File: config.mk
export PLATFORM = sky130hd
export DESIGN_NAME = bit_aligned_flag_deframer_unit
export DESIGN_NICKNAME = d
export VERILOG_FILES = /design/src/rtl/core/bafd_pkg.sv /design/src/rtl/core/bafd_offset_finder.sv /design/src/rtl/core/bit_aligned_flag_deframer_unit.sv
export SDC_FILE = /design/constraint.sdc
export NUM_CORES = 1
export LEC_CHECK = 0
export BUFFER_PORTS_ARGS = -buffer_cell sky130_fd_sc_hd__clkbuf_2
export CORE_MARGIN = 5
export CORE_UTILIZATION = 60
export DETAILED_ROUTE_END_ITERATION = 8
export GPL_ROUTABILITY_DRIVEN = 0
export GPL_TIMING_DRIVEN = 0
export PLACE_DENSITY = 0.8
export SLEW_MARGIN = 20
export SYNTH_ARGS = -nofsm -noshare
export SYNTH_HDL_FRONTEND = slang
export SYNTH_SLANG_ARGS = --single-unit
File: constraint.sdc
create_clock -name clk -period 4.5 [get_ports clk]
set_input_delay 0.675 -clock clk [delete_from_list [all_inputs] [get_ports clk]]
set_output_delay 0.675 -clock clk [all_outputs]
set_load 0.03 [all_outputs]
File: src/rtl/core/bafd_pkg.sv
// ----------------------------------------------------------------------------
// bafd_pkg
// Shared types, constants and helpers for the bit aligned flag deframer.
// ----------------------------------------------------------------------------
package bafd_pkg;

	// default frame geometry
	localparam int PAYLOAD_LEN_DEF = 8;
	localparam int SEARCH_LEN_DEF  = 32;

	// preamble byte skipped during the hunt
	localparam logic [7:0] PREAMBLE_BYTE = 8'hFF;

	// register reset values
	localparam logic [7:0] FLAG_BYTE_RST    = 8'h7E;
	localparam logic [7:0] CONFIRM_BYTE_RST = 8'h00;

	// configuration register indexes
	localparam int CFG_IDX_W = 1;
	localparam logic [CFG_IDX_W-1:0] CFG_FLAG_BYTE    = 1'b0;
	localparam logic [CFG_IDX_W-1:0] CFG_CONFIRM_BYTE = 1'b1;

	// input word
	typedef struct packed {
		logic [7:0] rx_byte;
		logic       start_frame;
	} in_word_t;

	// result word
	typedef struct packed {
		logic [7:0] data_byte;
		logic [2:0] byte_index;
		logic       last;
		logic       status;
		logic       confirm_hit;
	} out_word_t;

	// flag search result
	typedef struct packed {
		logic       found;
		logic [2:0] offset;
	} match_t;

	// byte window of the pair {hi, lo} starting off bits below the top
	function automatic logic [7:0] window_at(input logic [7:0] hi, input logic [7:0] lo,
		input logic [2:0] off);
		logic [15:0] pair;
		pair = {hi, lo} << off;
		return pair[15:8];
	endfunction

endpackage

File: src/rtl/core/bafd_offset_finder.sv
// ----------------------------------------------------------------------------
// bafd_offset_finder
// Eight parallel window compares against the flag, lowest offset wins.
// ----------------------------------------------------------------------------
module bafd_offset_finder (
	input  logic [7:0]      hi,
	input  logic [7:0]      lo,
	input  logic [7:0]      flag_byte,
	output bafd_pkg::match_t match
);
	import bafd_pkg::*;

	logic [7:0] hit;

	// one compare per bit offset
	always_comb begin
		for (int k = 0; k < 8; k++) begin
			hit[k] = (window_at(hi, lo, 3'(k)) == flag_byte);
		end
	end

	// preamble pairs never match, otherwise lowest offset
	always_comb begin
		match.found  = 1'b0;
		match.offset = 3'd0;
		if (hi != PREAMBLE_BYTE && lo != PREAMBLE_BYTE) begin
			for (int k = 7; k >= 0; k--) begin
				if (hit[k]) begin
					match.found  = 1'b1;
					match.offset = 3'(k);
				end
			end
		end
	end

endmodule

File: src/rtl/core/bit_aligned_flag_deframer_unit.sv
// ----------------------------------------------------------------------------
// bit_aligned_flag_deframer_unit
// Hunts for the flag at any bit offset in consecutive bytes, then emits the
// realigned payload bytes with last and confirmation flags.
// ----------------------------------------------------------------------------
//  channel | direction | handshake              | word
//  --------+-----------+------------------------+---------------------------
//  cfg     | in        | cfg_we                 | cfg_index, cfg_data
//  in      | in        | in_valid / in_stall    | in_word (rx_byte, start)
//  out     | out       | out_valid / out_stall  | out_word (payload/status)
//
//  one input word per cycle while in_stall is low; a result is registered into
//  the output register, or into the skid entry while that one is held.
//  a two-entry output buffer (output register plus skid) parts the sides;
//  in_stall rises only while the skid entry is full.
//  reset clears all frame state and restores the register defaults.
// ----------------------------------------------------------------------------
module bit_aligned_flag_deframer_unit #(
	parameter int PAYLOAD_LEN = bafd_pkg::PAYLOAD_LEN_DEF,
	parameter int SEARCH_LEN  = bafd_pkg::SEARCH_LEN_DEF
) (
	input  logic                              clk,
	input  logic                              arst_n,
	input  logic                              cfg_we,
	input  logic [bafd_pkg::CFG_IDX_W-1:0]    cfg_index,
	input  logic [7:0]                        cfg_data,
	input  logic                              in_valid,
	output logic                              in_stall,
	input  bafd_pkg::in_word_t                in_word,
	output logic                              out_valid,
	input  logic                              out_stall,
	output bafd_pkg::out_word_t               out_word
);
	import bafd_pkg::*;

	localparam int PC_W = (PAYLOAD_LEN > 1) ? $clog2(PAYLOAD_LEN) : 1;
	localparam int SC_W = $clog2(SEARCH_LEN + 1);

	typedef enum logic [1:0] {
		PH_HUNT    = 2'd0,
		PH_PAYLOAD = 2'd1,
		PH_IDLE    = 2'd2
	} phase_t;

	// configuration registers
	logic [7:0] flag_byte_q;
	logic [7:0] confirm_byte_q;

	// frame state
	phase_t          phase_q;
	logic [7:0]      prev_byte_q;
	logic            have_prev_q;
	logic [2:0]      bit_offset_q;
	logic [PC_W-1:0] payload_count_q;
	logic [SC_W-1:0] search_count_q;
	logic            confirm_seen_q;

	// output buffer
	logic      out_valid_q;
	out_word_t out_word_q;
	logic      skid_valid_q;
	out_word_t skid_word_q;

	// next state
	phase_t          phase_d;
	logic [2:0]      bit_offset_d;
	logic [PC_W-1:0] payload_count_d;
	logic [SC_W-1:0] search_count_d;
	logic            confirm_seen_d;
	logic            res_valid;
	out_word_t       res_word;

	// start bit view of the state
	phase_t          eff_phase;
	logic            eff_have;
	logic [2:0]      eff_offset;
	logic [PC_W-1:0] eff_pcount;
	logic [SC_W-1:0] eff_scount;
	logic            eff_confirm;

	logic       accept;
	logic       out_take;
	match_t     match;
	logic [7:0] payload_byte;
	logic       is_last;
	logic       conf_next;

	assign accept   = in_valid && !in_stall;
	assign out_take = out_valid_q && !out_stall;
	assign in_stall = skid_valid_q;
	assign out_valid = out_valid_q;
	assign out_word  = out_word_q;

	// configuration writes
	always_ff @(posedge clk or negedge arst_n) begin
		if (!arst_n) begin
			flag_byte_q    <= FLAG_BYTE_RST;
			confirm_byte_q <= CONFIRM_BYTE_RST;
		end else if (cfg_we) begin
			unique case (cfg_index)
				CFG_FLAG_BYTE:    flag_byte_q    <= cfg_data;
				CFG_CONFIRM_BYTE: confirm_byte_q <= cfg_data;
			endcase
		end
	end

	bafd_offset_finder u_finder (
		.hi       (prev_byte_q),
		.lo       (in_word.rx_byte),
		.flag_byte(flag_byte_q),
		.match    (match)
	);

	// a start bit restarts the hunt on this very byte
	always_comb begin
		if (in_word.start_frame) begin
			eff_phase   = PH_HUNT;
			eff_have    = 1'b0;
			eff_offset  = 3'd0;
			eff_pcount  = '0;
			eff_scount  = '0;
			eff_confirm = 1'b0;
		end else begin
			eff_phase   = phase_q;
			eff_have    = have_prev_q;
			eff_offset  = bit_offset_q;
			eff_pcount  = payload_count_q;
			eff_scount  = search_count_q;
			eff_confirm = confirm_seen_q;
		end
	end

	assign payload_byte = window_at(prev_byte_q, in_word.rx_byte, eff_offset);
	assign is_last      = (eff_pcount == PC_W'(PAYLOAD_LEN - 1));
	assign conf_next    = eff_confirm || (payload_byte == confirm_byte_q);

	// per-word frame logic
	always_comb begin
		phase_d         = eff_phase;
		bit_offset_d    = eff_offset;
		payload_count_d = eff_pcount;
		search_count_d  = eff_scount;
		confirm_seen_d  = eff_confirm;
		res_valid       = 1'b0;
		res_word        = '0;
		unique case (eff_phase)
			PH_HUNT: begin
				if (eff_scount < SC_W'(SEARCH_LEN)) begin
					search_count_d = eff_scount + 1'b1;
				end
				if (eff_have && match.found) begin
					bit_offset_d    = match.offset;
					phase_d         = PH_PAYLOAD;
					payload_count_d = '0;
					confirm_seen_d  = 1'b0;
				end else if (search_count_d >= SC_W'(SEARCH_LEN)) begin
					res_valid       = 1'b1;
					res_word.last   = 1'b1;
					res_word.status = 1'b1;
					phase_d         = PH_IDLE;
				end
			end
			PH_PAYLOAD: begin
				confirm_seen_d       = conf_next;
				res_valid            = 1'b1;
				res_word.data_byte   = payload_byte;
				res_word.byte_index  = 3'(eff_pcount);
				res_word.last        = is_last;
				res_word.confirm_hit = is_last && conf_next;
				if (is_last) begin
					phase_d = PH_IDLE;
				end else begin
					payload_count_d = eff_pcount + 1'b1;
				end
			end
			default: begin
				phase_d = eff_phase;
			end
		endcase
	end

	// frame state and output buffer
	always_ff @(posedge clk or negedge arst_n) begin
		if (!arst_n) begin
			phase_q         <= PH_HUNT;
			prev_byte_q     <= 8'd0;
			have_prev_q     <= 1'b0;
			bit_offset_q    <= 3'd0;
			payload_count_q <= '0;
			search_count_q  <= '0;
			confirm_seen_q  <= 1'b0;
			out_valid_q     <= 1'b0;
			out_word_q      <= '0;
			skid_valid_q    <= 1'b0;
			skid_word_q     <= '0;
		end else begin
			if (accept) begin
				phase_q         <= phase_d;
				prev_byte_q     <= in_word.rx_byte;
				have_prev_q     <= 1'b1;
				bit_offset_q    <= bit_offset_d;
				payload_count_q <= payload_count_d;
				search_count_q  <= search_count_d;
				confirm_seen_q  <= confirm_seen_d;
			end
			if (skid_valid_q) begin
				if (out_take) begin
					out_word_q   <= skid_word_q;
					skid_valid_q <= 1'b0;
				end
			end else if (!out_valid_q || out_take) begin
				out_valid_q <= accept && res_valid;
				if (accept && res_valid) begin
					out_word_q <= res_word;
				end
			end else if (accept && res_valid) begin
				skid_word_q  <= res_word;
				skid_valid_q <= 1'b1;
			end
		end
	end

`ifndef SYNTHESIS
	// skid entry only fills behind a held output word
	a_skid_behind_out: assert property (@(posedge clk) disable iff (!arst_n)
		skid_valid_q |-> out_valid_q)
		else $error("skid entry valid with empty output register");

	// a stalled skid entry is kept
	a_skid_holds: assert property (@(posedge clk) disable iff (!arst_n)
		(skid_valid_q && out_stall) |=> skid_valid_q)
		else $error("skid entry lost under stall");

	// no-flag status is a last word with zero data
	a_status_shape: assert property (@(posedge clk) disable iff (!arst_n)
		(out_valid && out_word.status) |->
		(out_word.last && out_word.data_byte == 8'd0 && !out_word.confirm_hit))
		else $error("malformed status word");

	// confirmation is reported on last words only
	a_confirm_last: assert property (@(posedge clk) disable iff (!arst_n)
		(out_valid && out_word.confirm_hit) |-> out_word.last)
		else $error("confirm_hit on a non-last word");
`endif

endmodule

* After elaboration in Yosys (flattened, before gate mapping) *
Index checks and enable logic that the tools add are counted.

operators by class
  add/sub/neg operators = 2
  multiply operators = 0
  divide/modulo/power cells = 0
  order comparisons = 2
  equality and inequality tests = 14
  shift operators = 1
  muxes and demuxes = 46
  bitwise gates (word level) = 3
  reduce and logical (&&, ||, !) cells = 19

operator list
  kind                                                count
  == test 8 bit                                       9
  two-way mux 14 bit                                  4
  two-way mux 4 bit                                   9
  two-way mux 6 bit                                   4
  two-way mux 3 bit                                   6
  != test 8 bit (second input constant)               2
  left shift 16 x 3 -> 16 bit                         1
  two-way mux 2 bit                                   6
  two-way mux 1 bit                                   11
  two-way mux 11 bit                                  1
  adder 6 x 1 -> 6 bit (second input constant)        1
  >= comparator 6 bit (second input constant)         1
  logical AND 1 bit                                   6
  less-than comparator 6 bit (second input constant)  1
  one-hot mux 1 bit (2 select lines)                  3
  one-hot mux 3 bit (2 select lines)                  1
  AND reduction 2 bit                                 3
  AND reduction 3 bit                                 2
  one-hot mux 2 bit (2 select lines)                  1
  nonzero test 2 bit                                  2
  adder 3 x 1 -> 3 bit (second input constant)        1
  == test 3 bit (second input constant)               1
  zero test 1 bit                                     3
  inverter 1 bit                                      3
  4 further kinds                                     5

storage, ports and cells
  register bits = 70
  bits in latches = 0
  RAM bits = 0
  ROM bits = 0
  input bits = 23
  output and inout port bits = 16
  word-level logic and storage cells = 108
  memories = 0

* Logic depth before layout (Yosys ltp) *
  word-level depth = 17
  gate-level depth with buffers = 11
  mapped depth without buffers = 8

* Cells and area by module *
A second synthesis with hierarchy kept.

second synthesis, totals
  cell total of the unflattened synthesis = 521
  area total of the unflattened synthesis = 4809.6 µm²

modules (own cells, without submodules)
  module                          times used  cells each  area an instance (µm²)  sequential area each (µm²)
  bit_aligned_flag_deframer_unit  1           394         3818.7                  1759.2
  bafd_offset_finder              1           127         991.0                   0.0

* Least setup slack after synthesis *
No wires, ideal clock.

  path kind = input to register
  start point = in in_word[6] in the netlist's numbering
  end point = reg out_word_q, in the netlist out_word[10]
  setup time = 125 ps
  data arrival time = 2860 ps
  required time = 4375 ps
  setup slack = 1515 ps
  stages on the path = 10
  path buffers = 2
  cell sequence = buf_2 xor2_1 nor4_1 nand2_1 nand4_2 o41ai_4 nand3_4 a221oi_4 buf_8 mux2_4

between the ends
  word-level cells in the longest chain between the ends = 16
  elaborated cells on any way between the ends = 27
  classes of those cells = 6 x eq/ne; 1 x shift; 15 x mux; 5 x reduce/logical

RTL lines
  item                                  line                                   text
  from (decl)                           bit_aligned_flag_deframer_unit.sv:29   input bafd_pkg::in_word_t in_word,
  == test 8 bit                         bafd_offset_finder.sv:18               hit[k] = (window_at(hi, lo, 3'(k)) == flag_byte);
  two-way mux 4 bit (8 in series)       bafd_offset_finder.sv:28               if (hit[k]) begin
  two-way mux 4 bit                     bafd_offset_finder.sv:26               if (hi != PREAMBLE_BYTE && lo != PREAMBLE_BYTE) begin
  logical AND 1 bit                     bit_aligned_flag_deframer_unit.sv:151  if (eff_have && match.found) begin
  two-way mux 1 bit                     bit_aligned_flag_deframer_unit.sv:151
  one-hot mux 1 bit (2 select lines)    bit_aligned_flag_deframer_unit.sv:146  unique case (eff_phase)
  logical AND 1 bit                     bit_aligned_flag_deframer_unit.sv:213  if (accept && res_valid) begin
  nonzero test 2 bit (no source line)   -
  AND reduction 3 bit (no source line)  -
  to (signal assigned)                  bit_aligned_flag_deframer_unit.sv:208  out_word_q <= skid_word_q;
  to (signal assigned)                  bit_aligned_flag_deframer_unit.sv:214  out_word_q <= res_word;
  to (decl)                             bit_aligned_flag_deframer_unit.sv:60   out_word_t out_word_q;

Parallel ways exist; a longest one is shown, timed or not. The select of a mux whose other input is x is not followed.
A chain may end at the register's enable or synchronous reset.

* Final worst setup path *
  start point = reg flag_byte_q[1]
  end point = reg out_word_q, in the netlist out_word[6]

between the ends
  word-level cells in the longest chain between the ends = 16
  elaborated cells on any way between the ends = 23
  classes of those cells = 8 x eq/ne; 11 x mux; 4 x reduce/logical

RTL lines
  item                                      line                                   text
  from (decl)                               bit_aligned_flag_deframer_unit.sv:46   logic [7:0] flag_byte_q;
  from (signal assigned)                    bit_aligned_flag_deframer_unit.sv:101  CFG_FLAG_BYTE: flag_byte_q <= cfg_data;
  == test 8 bit                             bafd_offset_finder.sv:18
  two-way mux 4 bit (7 in series)           bafd_offset_finder.sv:28
  two-way mux 4 bit (*)                     bafd_offset_finder.sv:28
  two-way mux 4 bit (*)                     bafd_offset_finder.sv:26
  logical AND 1 bit (*)                     bit_aligned_flag_deframer_unit.sv:151
  two-way mux 1 bit (*)                     bit_aligned_flag_deframer_unit.sv:151
  one-hot mux 1 bit (2 select lines) (*)    bit_aligned_flag_deframer_unit.sv:146
  logical AND 1 bit (*)                     bit_aligned_flag_deframer_unit.sv:213
  nonzero test 2 bit (no source line) (*)   -
  AND reduction 3 bit (no source line) (*)  -

Every way passes the cells marked *; elsewhere a longest branch is shown, timed or not.

==> results.yml <==
pwr:
  p_leak_nw: 2.404
  power_mw: 2.384
  vdd.ir_drop.worst_mv: 0.2792
  p_per_area_nw_per_um2: 440.6
drt:
  vias_per_cell: 6.253
  finalWirelength_um: 12150
  drc: 0
  post_drt_wl_per_cell_um: 18.51
  first_pass_iters: 5
  ant_nets: 0
  drt_iter0_markers: 362
  num_vias: 4102
logic_synthesis:
  synthDistinctLibCells: 59
  syn-mean-instance-area_sq_um: 9.621
  synth.net_count: 527
  async_flop_share: 1.000
  yosys_warnings: 0
  yosysMostFrequentCell: "xor2_1"
  yosys-top-cells-area: "dfrtp_1 33%, xor2_1 12%, mux2_2 8.2%, nand2_1 4.8%, dfstp_2 3.3%"
  synth_commonest_cells: "65 x xor2_1, 64 x dfrtp_1, 62 x nand2_1, 35 x mux2_2, 29 x nor2_1"
  synth_top_area_share: 0.3316
  synthFlopType: "dfrtp_1"
  ys_ff_latch: 70
  synth_edf_count: 0
  yosys.area.top_type: "dfrtp_1"
  yosysSeqAreaShare: 0.3642
  netlist_area_sq_um: 4830
  netlist_instances: 502
clock_network:
  cts_max_level: 3
  post-cts-setup-buffer-count: 0
  cts-hold-fix-buffers: 0
  path_clk_slew_ns: 0.08
  root_buffer: "clkbuf_8"
  cts_sinks: 70
  cts.repair.resized: 0
  clk_latency_ns: 0.36
  cts_buffers: 9
  cts_tree: "done"
  clock_path_buffers: 2
sta:
  rsz0062_at_grt: "no"
  worst_hold_slack_ns: 0.2181
  relSlewSlack: 0.4959
  fmax_mhz: 304.1
  worst_pin_slew_ns: 0.7444
  setup_tns_ns: 0
  fin_worst_skew_ns: 0.006194
  hold_viol: 0
  setup_viol: 0
  fin_crit_ns: 3.289
  fin_ws_ns: 1.211
  post-route-period-util: 0.7308
  report.final.slew_viol_count: 0
finish:
  nets: 574
  antennaDiodeCount: 0
  area_growth_pct: 12.02
  drive_above_1_share: 0.2509
  fin_cells: 656
placement:
  place_ws_ns: 1.094
  placed_cells: 640
  dp_hpwl_um: 8811
  portBuffers: 35
floorplan:
  core_sq_um: 7767
  rows: 32
  io_pins: 39
  die-area_sq_um: 9944
  die_x_um: 99.72
  initial_utilization: 0.6218
  die-height_um: 99.72
worst_setup_path:
  cp_cell_sequence: "buf_2 -> xor2_1 -> nor4_1 -> nand2_1 -> nand4_2 -> o41ai_4 -> nand3_4 -> a221oi_4 -> buf_8 -> mux2_4"
  cp-end-kind: "flop"
  worst-path-max-fanout: 10
  cpLargestDelayFamily: "compound AO/OA/AOI/OAI gates"
  cp_data_required_time_ns: 4.74
  max_stage_delay_ns: 0.62
  critPathSlowestCell: "o41ai_4"
  cp.arrival_ns: 3.53
  cp_num_buf_inv: 2
  critPathKind: "reg -> reg"
  start_kind: "flop"
flow_run:
  drv_cap: 0
global_routing:
  grt_pass1_wl_um: 20230
  grt_start_max_net_pins: 54
  grt_pass1_vias: 4073
  gr-total-overflow: 0
  grtUsageTotal: 0.2561
  antenna_found_initial: 0
hold_path:
  min_path_type: "in -> async"
status:
  status: "finished, final reports clean"
-- registers in the layout, summed over array words and instances (netlist names), 2 cells and up --
register,cells
out_word,14
flag_byte_q,8
prev_byte_q,8
payload_count_q,3
confirm_byte_q,8
search_count_q,6
skid_word_q,14
bit_offset_q,3
phase_q,2
-- worst paths after layout --
| check | end | start | slack [ns] | depth (start not counted) |
|---|---|---|---|---|
| setup / recovery | out_word[6]$_DFFE_PN0P_ | flag_byte_q[1]$_DFFE_PN1P_ | 1.21 | 10 |
| hold / removal | search_count_q[5]$_DFFE_PN0P_ | arst_n | 0.22 | 1 |
| setup reg to reg | out_word[6]$_DFFE_PN0P_ | flag_byte_q[1]$_DFFE_PN1P_ | 1.21 | 10 |
| hold reg to reg | have_prev_q$_DFFE_PN0P_ | have_prev_q$_DFFE_PN0P_ | 0.47 | 1 |
| max in group asynchronous | flag_byte_q[2]$_DFFE_PN1P_ | arst_n | 3.70 | 2 |
| min in group clk | have_prev_q$_DFFE_PN0P_ | have_prev_q$_DFFE_PN0P_ | 0.47 | 1 |
-- cell families (layout without fill, tap and decap cells) --
kind of cell,Yosys count,in the layout,synth area share
AND/OR/NAND/NOR,161,161,0.1655
AO/OA/AOI/OAI,80,80,0.1259
XOR/XNOR,75,75,0.1360
flip-flops,70,70,0.3642
multiplexers,59,59,0.1495
buffers and inverters,55,107,0.05362
adder cells (fa/ha/maj),2,2,0.005181
-- through the flow --
stage	instance area (sq um)	utilization
CTS	5410	0.6965
global placement	5132	0.6608
finish	5410	0.6965
detailed placement	5162	0.6646
global route	5410	0.6965
floorplan	4830	-
-- worst reg2reg max path, stage by stage (launching register included) --
cell      delay [ns]
dfstp_2         0.52
buf_2           0.28
xor2_1          0.21
nor4_1          0.07
nand2_1         0.13
nand4_2         0.16
o41ai_4         0.62
nand3_4         0.24
a221oi_4        0.42
buf_8           0.22
mux2_4          0.32
-- area by class of cell --
cell class              count  area, sq um
repair buffers             36        205.2
inverters                  12        45.04
flip-flops and latches     70         1759
well taps                 102        127.6
fillers                   618         2357
multi-input cells         377         2811
clock buffers              11        141.4
clock inverters             5        106.4
plain buffers              43        214.0
-- report_power, final --
group | switching (mW) | internal (mW) | leakage [nW]
logic | 0.568 | 0.349 | 1.40
registers | 0.0818 | 0.746 | 0.884
clock network | 0.255 | 0.385 | 0.120
-- layer usage --
metal  routed length, um  track usage  part of all wire  up-vias
met5                   0            0                 0        -
met4                 359       0.1061             0.030        0
met3                 970      0.05259             0.080       38
met2                5723       0.3956              0.47      212
met1                5091       0.3506              0.42     2010
li1                    -            -                 -     1842
-- layout by cell type (no fill, tap or decap), drive strengths merged, types with 2 or more instances in the layout --
cell	netlist	final
a32o	4	4
nor2	29	29
a31oi	3	3
nand2b	4	4
buf	26	27
xnor2	10	10
mux4	3	3
mux2i	11	11
xor2	65	65
bufinv	0	3
a2bb2oi	2	2
a22oi	2	2
a211oi	2	2
nand4	11	11
a21o	2	2
o22a	4	4
nor2b	10	10
nor3b	5	5
nand3	9	9
nand2	63	63
inv	12	12
a21boi	2	2
o21ai	23	23
clkbuf	17	63
dfstp	6	6
a22o	5	5
and3	4	4
ha	2	2
o211ai	2	2
a21oi	11	11
mux2	45	45
and2	5	5
nor4	15	15
dfrtp	64	64
o31ai	7	7
nand3b	3	3
No activity file was read; power rests on OpenSTA's default activity.
